File: src/syncw_pkg.sv
package syncw_pkg;

    localparam int unsigned MAX_SYNC_BYTES_DEF = 8;
    localparam longint unsigned MAX_BUFFER_BITS_DEF = 65535;
    localparam int unsigned PATTERN_W = 64;
    localparam int unsigned LEN_W = 4;
    localparam int unsigned ERR_W = 7;
    localparam int unsigned CNT_W = 16;
    localparam int unsigned GROUP_BITS = 8;
    localparam int unsigned GROUP_SUM_W = 4;

    typedef enum logic [1:0] {
        CFG_SYNC_PATTERN = 2'd0,
        CFG_SYNC_LEN     = 2'd1,
        CFG_LSB_FIRST    = 2'd2,
        CFG_MAX_ERRORS   = 2'd3
    } cfg_index_t;

    typedef struct packed {
        logic stream_bit;
        logic first_bit;
        logic last_bit;
    } item_t;

    typedef struct packed {
        logic             found;
        logic [CNT_W-1:0] end_position;
    } result_t;

    // per-transaction sideband carried alongside the mismatch tally
    typedef struct packed {
        logic             first_bit;
        logic             last_bit;
        logic             full;
        logic [CNT_W-1:0] position;
    } item_meta_t;

    // sync bit k lands on window bit len-1-k, newest bit in bit 0
    function automatic logic [PATTERN_W-1:0] expected_bits(
        input logic [PATTERN_W-1:0] pattern,
        input logic [ERR_W-1:0]     len_bits,
        input logic                 lsb
    );
        logic [PATTERN_W-1:0] w;
        logic [ERR_W-1:0]     k;
        logic [2:0]           b;
        w = '0;
        for (int i = 0; i < PATTERN_W; i++)
        begin
            if (ERR_W'(i) < len_bits)
            begin
                k = len_bits - ERR_W'(i) - ERR_W'(1);
                b = lsb ? k[2:0] : (3'd7 - k[2:0]);
                w[i] = pattern[{k[5:3], b}];
            end
        end
        return w;
    endfunction

endpackage

File: src/syncw_cell.sv
module syncw_cell (
    input  logic clk,
    input  logic rst_n,
    input  logic load,
    input  logic shift_in,
    input  logic clear,
    input  logic expected,
    input  logic in_use,
    output logic bit_q,
    output logic mismatch
);

    logic bit_reg;
    logic bit_next;
    logic mismatch_reg;
    logic mismatch_next;

    // buffer end leaves the window empty for the next transaction
    assign bit_next      = clear ? 1'b0 : shift_in;
    assign mismatch_next = (shift_in ^ expected) & in_use;

    always_ff @(posedge clk or negedge rst_n)
    begin
        if (!rst_n)
        begin
            bit_reg <= 1'b0;
        end
        else if (load)
        begin
            bit_reg <= bit_next;
        end
    end

    always_ff @(posedge clk)
    begin
        if (load)
        begin
            mismatch_reg <= mismatch_next;
        end
    end

    assign bit_q    = bit_reg;
    assign mismatch = mismatch_reg;

endmodule

File: src/syncw_tally.sv
module syncw_tally #(
    parameter int unsigned GROUPS = syncw_pkg::MAX_SYNC_BYTES_DEF
) (
    input  logic                                     clk,
    input  logic                                     rst_n,
    input  logic                                     advance,
    input  logic                                     valid,
    input  syncw_pkg::item_meta_t                    meta,
    input  logic [GROUPS*syncw_pkg::GROUP_BITS-1:0]  mismatch,
    output logic                                     tally_valid,
    output syncw_pkg::item_meta_t                    tally_meta,
    output logic [syncw_pkg::ERR_W-1:0]              distance
);

    logic [syncw_pkg::GROUP_SUM_W-1:0] group_reg  [GROUPS];
    logic [syncw_pkg::GROUP_SUM_W-1:0] group_next [GROUPS];
    syncw_pkg::item_meta_t             meta_reg;
    logic                              valid_reg;
    logic [syncw_pkg::ERR_W-1:0]       total;

    always_comb
    begin
        for (int g = 0; g < GROUPS; g++)
        begin
            group_next[g] = '0;
            for (int b = 0; b < syncw_pkg::GROUP_BITS; b++)
            begin
                group_next[g] = group_next[g]
                    + syncw_pkg::GROUP_SUM_W'(mismatch[g*syncw_pkg::GROUP_BITS + b]);
            end
        end
    end

    always_ff @(posedge clk or negedge rst_n)
    begin
        if (!rst_n)
        begin
            valid_reg <= 1'b0;
        end
        else if (advance)
        begin
            valid_reg <= valid;
        end
    end

    always_ff @(posedge clk)
    begin
        if (advance && valid)
        begin
            group_reg <= group_next;
            meta_reg  <= meta;
        end
    end

    always_comb
    begin
        total = '0;
        for (int g = 0; g < GROUPS; g++)
        begin
            total = total + syncw_pkg::ERR_W'(group_reg[g]);
        end
    end

    assign tally_valid = valid_reg;
    assign tally_meta  = meta_reg;
    assign distance    = total;

endmodule

File: src/syncword_hamming_detector_top.sv
// a transaction is registered in the window cells, then in the mismatch tally, then in the output register
// throughput: one bit per cycle, back to back; the window cells, the mismatch tally
// and the output register each hold one transaction and move on together
// a stalled result holds every stage and stalls the input in the same cycle
// reset: window, bit count, match flag and pipeline valids are cleared and the
// configuration returns to pattern 0, one byte, msb first, no errors allowed
module syncword_hamming_detector_top #(
    parameter int unsigned     MAX_SYNC_BYTES  = syncw_pkg::MAX_SYNC_BYTES_DEF,
    parameter longint unsigned MAX_BUFFER_BITS = syncw_pkg::MAX_BUFFER_BITS_DEF
) (
    input  logic                              clk,
    input  logic                              rst_n,
    input  logic                              item_valid,
    output logic                              item_stall,
    input  syncw_pkg::item_t                  item,
    output logic                              result_valid,
    input  logic                              result_stall,
    output syncw_pkg::result_t                result,
    input  logic                              cfg_write,
    input  syncw_pkg::cfg_index_t             cfg_index,
    input  logic [syncw_pkg::PATTERN_W-1:0]   cfg_data
);

    localparam int unsigned WIN = syncw_pkg::GROUP_BITS * MAX_SYNC_BYTES;
    localparam logic [syncw_pkg::CNT_W-1:0] CNT_CAP =
        (MAX_BUFFER_BITS < 64'd65535) ? syncw_pkg::CNT_W'(MAX_BUFFER_BITS)
                                      : {syncw_pkg::CNT_W{1'b1}};

    // configuration
    logic [syncw_pkg::PATTERN_W-1:0] pattern_reg;
    logic [syncw_pkg::LEN_W-1:0]     len_reg;
    logic                            lsb_reg;
    logic [syncw_pkg::ERR_W-1:0]     max_err_reg;

    always_ff @(posedge clk or negedge rst_n)
    begin
        if (!rst_n)
        begin
            pattern_reg <= '0;
            len_reg     <= syncw_pkg::LEN_W'(1);
            lsb_reg     <= 1'b0;
            max_err_reg <= '0;
        end
        else if (cfg_write)
        begin
            unique case (cfg_index)
                syncw_pkg::CFG_SYNC_PATTERN: pattern_reg <= cfg_data;
                syncw_pkg::CFG_SYNC_LEN:     len_reg     <= cfg_data[syncw_pkg::LEN_W-1:0];
                syncw_pkg::CFG_LSB_FIRST:    lsb_reg     <= cfg_data[0];
                syncw_pkg::CFG_MAX_ERRORS:   max_err_reg <= cfg_data[syncw_pkg::ERR_W-1:0];
                default:                     pattern_reg <= pattern_reg;
            endcase
        end
    end

    logic [syncw_pkg::LEN_W-1:0]     used_bytes;
    logic [syncw_pkg::ERR_W-1:0]     len_bits;
    logic [syncw_pkg::PATTERN_W-1:0] expected;

    always_comb
    begin
        if (len_reg == '0)
        begin
            used_bytes = syncw_pkg::LEN_W'(1);
        end
        else if (len_reg > syncw_pkg::LEN_W'(MAX_SYNC_BYTES))
        begin
            used_bytes = syncw_pkg::LEN_W'(MAX_SYNC_BYTES);
        end
        else
        begin
            used_bytes = len_reg;
        end
    end

    assign len_bits = {used_bytes, 3'b000};
    assign expected = syncw_pkg::expected_bits(pattern_reg, len_bits, lsb_reg);

    // handshake
    logic advance;
    logic accept;
    logic result_valid_reg;

    assign advance    = !result_valid_reg || !result_stall;
    assign accept     = item_valid && advance;
    assign item_stall = !advance;

    // bit count
    logic [syncw_pkg::CNT_W-1:0] count_reg;
    logic [syncw_pkg::CNT_W-1:0] count_base;
    logic [syncw_pkg::CNT_W-1:0] count_next;

    assign count_base = item.first_bit ? '0 : count_reg;
    assign count_next = (count_base < CNT_CAP) ? count_base + syncw_pkg::CNT_W'(1) : count_base;

    always_ff @(posedge clk or negedge rst_n)
    begin
        if (!rst_n)
        begin
            count_reg <= '0;
        end
        else if (accept)
        begin
            count_reg <= item.last_bit ? '0 : count_next;
        end
    end

    // window cells
    logic [WIN-1:0] window;
    logic [WIN-1:0] shift_in;
    logic [WIN-1:0] mismatch;

    assign shift_in[0] = item.stream_bit;

    genvar i;
    generate
        for (i = 0; i < WIN; i++)
        begin : g_cell
            if (i > 0)
            begin : g_link
                assign shift_in[i] = window[i-1] && !item.first_bit;
            end

            syncw_cell u_cell (
                .clk      (clk),
                .rst_n    (rst_n),
                .load     (accept),
                .shift_in (shift_in[i]),
                .clear    (item.last_bit),
                .expected (expected[i]),
                .in_use   (syncw_pkg::ERR_W'(i) < len_bits),
                .bit_q    (window[i]),
                .mismatch (mismatch[i])
            );
        end
    endgenerate

    // sideband for the cell stage
    logic                  stage1_valid_reg;
    syncw_pkg::item_meta_t stage1_meta_reg;
    syncw_pkg::item_meta_t stage1_meta_next;

    always_comb
    begin
        stage1_meta_next.first_bit = item.first_bit;
        stage1_meta_next.last_bit  = item.last_bit;
        stage1_meta_next.full      = count_next >= syncw_pkg::CNT_W'(len_bits);
        stage1_meta_next.position  = count_next;
    end

    always_ff @(posedge clk or negedge rst_n)
    begin
        if (!rst_n)
        begin
            stage1_valid_reg <= 1'b0;
        end
        else if (advance)
        begin
            stage1_valid_reg <= item_valid;
        end
    end

    always_ff @(posedge clk)
    begin
        if (accept)
        begin
            stage1_meta_reg <= stage1_meta_next;
        end
    end

    // mismatch tally
    logic                        tally_valid;
    syncw_pkg::item_meta_t       tally_meta;
    logic [syncw_pkg::ERR_W-1:0] distance;

    syncw_tally #(
        .GROUPS (MAX_SYNC_BYTES)
    ) u_tally (
        .clk         (clk),
        .rst_n       (rst_n),
        .advance     (advance),
        .valid       (stage1_valid_reg),
        .meta        (stage1_meta_reg),
        .mismatch    (mismatch),
        .tally_valid (tally_valid),
        .tally_meta  (tally_meta),
        .distance    (distance)
    );

    // decision and output register
    logic               done_reg;
    logic               done_next;
    logic               done_now;
    logic               match;
    logic               emit;
    syncw_pkg::result_t result_reg;
    syncw_pkg::result_t result_next;

    always_comb
    begin
        done_now  = tally_meta.first_bit ? 1'b0 : done_reg;
        match     = tally_meta.full && (distance <= max_err_reg);
        emit      = !done_now && (match || tally_meta.last_bit);
        done_next = tally_meta.last_bit ? 1'b0 : (done_now || match);
        result_next.found        = match;
        result_next.end_position = match ? tally_meta.position : '0;
    end

    always_ff @(posedge clk or negedge rst_n)
    begin
        if (!rst_n)
        begin
            done_reg         <= 1'b0;
            result_valid_reg <= 1'b0;
        end
        else if (advance)
        begin
            result_valid_reg <= tally_valid && emit;
            if (tally_valid)
            begin
                done_reg <= done_next;
            end
        end
    end

    always_ff @(posedge clk)
    begin
        if (advance && tally_valid && emit)
        begin
            result_reg <= result_next;
        end
    end

    assign result_valid = result_valid_reg;
    assign result       = result_reg;

endmodule

File: config.mk
export PLATFORM = sky130hd
export DESIGN_NAME = syncword_hamming_detector_top
export DESIGN_NICKNAME = d
export VERILOG_FILES = /design/src/syncw_pkg.sv /design/src/syncw_cell.sv /design/src/syncw_tally.sv /design/src/syncword_hamming_detector_top.sv
export SDC_FILE = /design/constraint.sdc
export NUM_CORES = 1
export LEC_CHECK = 0
export BUFFER_PORTS_ARGS = -buffer_cell sky130_fd_sc_hd__buf_2
export CORE_MARGIN = 2
export CORE_UTILIZATION = 57
export DETAILED_ROUTE_END_ITERATION = 12
export PLACE_DENSITY = 0.75
export SLEW_MARGIN = 20
export SYNTH_ARGS = -nofsm -noshare
export SYNTH_HDL_FRONTEND = slang
export SYNTH_SLANG_ARGS = --single-unit
export TNS_END_PERCENT = 20
File: constraint.sdc
create_clock -name clk -period 6.8 [get_ports clk]
set_input_delay 0.34 -clock clk [delete_from_list [all_inputs] [get_ports clk]]
set_output_delay 0.34 -clock clk [all_outputs]
set_load 0.005 [all_outputs]
==> run summary <==
Status: finished clean
Global placement routability congestion: 0.9532
All-Layer GR Usage: 29.36%
Die extent in y: 191.0 um
Mapped Area: 0.01994 mm^2
Synth top area cells: edfxtp_1, dfrtp_1, mux4_2
Met1 Track Usage GR: 40.42%
DRC Markers: 0
Initial Util: 57.86%
Worst-margin pin slew: 1.206 ns
Die area: 0.03649 mm^2
Hold depth: 2
Antenna-violating nets left: 0
Nets@finish: 2,057
Worst reg2reg path depth: 23
WS Path Type: reg -> reg
Ys flop type: dfrtp_1
Die Width: 191.0 um
Netlist cell types: 75
Pin count of the biggest net entering global routing: 127
Area delta synth->final: 11.35%
Synthesized instance count: 1,824
Largest area contributor in the netlist: edfxtp_1
Post-DP Area: 0.02067 mm^2
Grt ovf: 0
Hold Path Origin: cfg_data[10]
Root Driver: clkbuf_16
Share of post-route cells with drive strength above 1: 18.95%
Via count: 15,090
Final Hold Vio Count: 0
Top Ports: 93
FF+latch count, synth: 310
Seq/Total Area, Yosys: 42.70%
Period utilization: 93.46%
Setup Skew: 0.03097 ns
First-pass GRT wire length: 81,770 um
Ys Warns: 0
R2r startpoint: u_tally.group_reg[24]
Final Slew Violations: 0
Avg WL per Cell: 22.14 um
Fmax: 157.3 MHz
Worst-path clk slew: 0.06 ns
I/O Buffers: 92
Required time of the critical path: 7.06 ns
RSZ-0062 raised after global routing: false
Initial antenna violation count: 0
Post-Syn Area per Cell: 10.93 um^2
Setup TNS: 0 ns
TritonCTS clock tree: done
Crit-path cells: ha_1 -> inv_1 -> fa_1 -> xnor2_1 -> fa_1 -> inv_1 -> fa_1 -> fa_1 -> fa_1 -> inv_1 -> ha_1 -> a21o_1 -> a21oi_1 -> o21bai_1 -> a21oi_1 -> xnor2_1 -> ha_1 -> nor2b_1 -> a2111oi_0 -> o21ai_0 -> inv_1 -> o2111a_1 -> buf_4
Pre-Repair DR Iteration Count: 7
Period minus WS final: 6.355 ns
Rel. slew slack: 17.30%
Number of setup buffers added after CTS: 0
CP Data Arrival Time: 6.61 ns
Final WL: 52,250 um
Setup violators final: 0
Slowest stage delay, CP: 0.57 ns
Met2 capacity usage during global routing: 45.43%
Reg2reg setup slack: 0.44 ns
Crit. End Element: register
Crit Path Max Fanout: 17
Top cell type's share of synthesized area: 22.74%
Post-route cell area: 0.02220 mm^2
Crit path max-delay cell type: fa_1
CTS buffer count: 35
Clk_lat worst skew: 0.57 ns
Antenna Cells: 0
Clock sinks: 310
Met3 Track Usage GR: 4.608%
Syn_nets: 2,002
CTS resizes: 0
WHS Endpoint: pattern_reg[10]
EDFF count, synth: 151
Crit path launch type: register
Iteration-0 DRC Markers: 1,719
Most frequent cells in the layout: nand2_1, dfrtp_1, edfxtp_1, inv_1, o21ai_0
DR vias/cell: 6.394
Worst reg2reg endpoint: result[2]
GR peak layer: met2
H-tree levels: 2
Max_cap viols: 0
Hold Crit Class: in -> reg
Dpl hpwl: 35,920 um
Most common cell after layout, fill and taps aside: nand2_1
CTS max path bufs: 3
CP most frequent cell: fa_1
Core Box Area: 0.03446 mm^2
Async set-reset flop share out of synthesis: 51.29%
Cell row count: 68
Number of global-route vias before repair: 14,530
what timing repair did:
action | in CTS | in global routing
hold buffers | 22 | 0
endpoints found under the hold margin | 112 | 0
setup endpoints to repair | 0 | 0
cell usage after synthesis, drive strengths merged (9+ instances only):
cell type	number
o21ai	93
nand2	234
clkbuf	85
fa	51
and3	15
inv	144
nand2b	12
o211ai	27
mux2	83
edfxtp	151
a22oi	31
ha	53
or4	14
nor2	42
nand3	45
a21oi	47
dfrtp	158
a21o	10
or3	14
xnor2	46
nor2b	39
a211oi	9
xor2	15
a2111o	9
mux2i	75
buf	34
nor3	64
nor3b	10
mux4	75
and2	17
o311ai	10
stage by stage:
stage / cells / util (%) / hold slack (ns) / setup slack [ns]
after floorplan: 1824 / - / 0.04441 / 0.5889
after global placement: 2273 / 59.98 / 0.4023 / 0.6399
after detailed placement: 2273 / 59.98 / 0.4045 / 0.4717
after CTS: 2358 / 64.16 / 0.001266 / 0.4194
after global routing: 2360 / 64.43 / 0.01209 / 0.04397
final: 2360 / 64.43 / 0.01583 / 0.4447
worst max path at each step:
stage / start / end / slack (ns) / cells past startpoint
global placement: u_tally.group_reg[24] / result[2] / 0.64 / 24
finish: u_tally.group_reg[24] / result[2] / 0.44 / 23
detailed placement: u_tally.group_reg[24] / result[2] / 0.47 / 24
CTS: u_tally.group_reg[24] / result[2] / 0.42 / 24
global route: u_tally.group_reg[24] / result[2] / 0.04 / 23
floorplan: u_tally.group_reg[24] / result[0] / 0.59 / 23
per-layer routing:
metal,share of wire (%),vias up
li1,-,6732
met1,40,7392
met2,46,814
met3,8.4,151
met4,5.3,0
met5,0,-
area by class of cell:
class / instances / area (um^2)
timing repair buffer: 137 / 903.4
clock buffer: 40 / 904.6
clock inverter: 23 / 316.6
sequential: 310 / 8518
inverter: 146 / 550.5
fill: 2576 / 12260
multi-input combinational: 1249 / 10440
tap: 455 / 569.3
critical path, delay by kind of cell, from the launching register on:
family                     cells  cell delay (ns)
xor gates and xnor gates       2             0.30
AOI/OAI and AO/OA              7             1.50
DFF                            1             0.33
and+or+nand+nor                1             0.15
buffers and inverters          5             0.56
adders and majority gates      8             3.21
cell families (layout without fill, tap and decap cells):
family,count (synthesis),after routing,share of synthesized area (%)
compound gates,310,310,10.45
fa+ha+maj,104,104,8.446
xor+xnor,61,61,2.811
simple gates,541,541,13.30
buf+inv,265,346,5.359
mux,233,233,16.92
flops,310,310,42.70
Power is left out: the tool's default activity adds up to more than one toggle a clock period on the data nets, which glitch-free logic cannot reach.
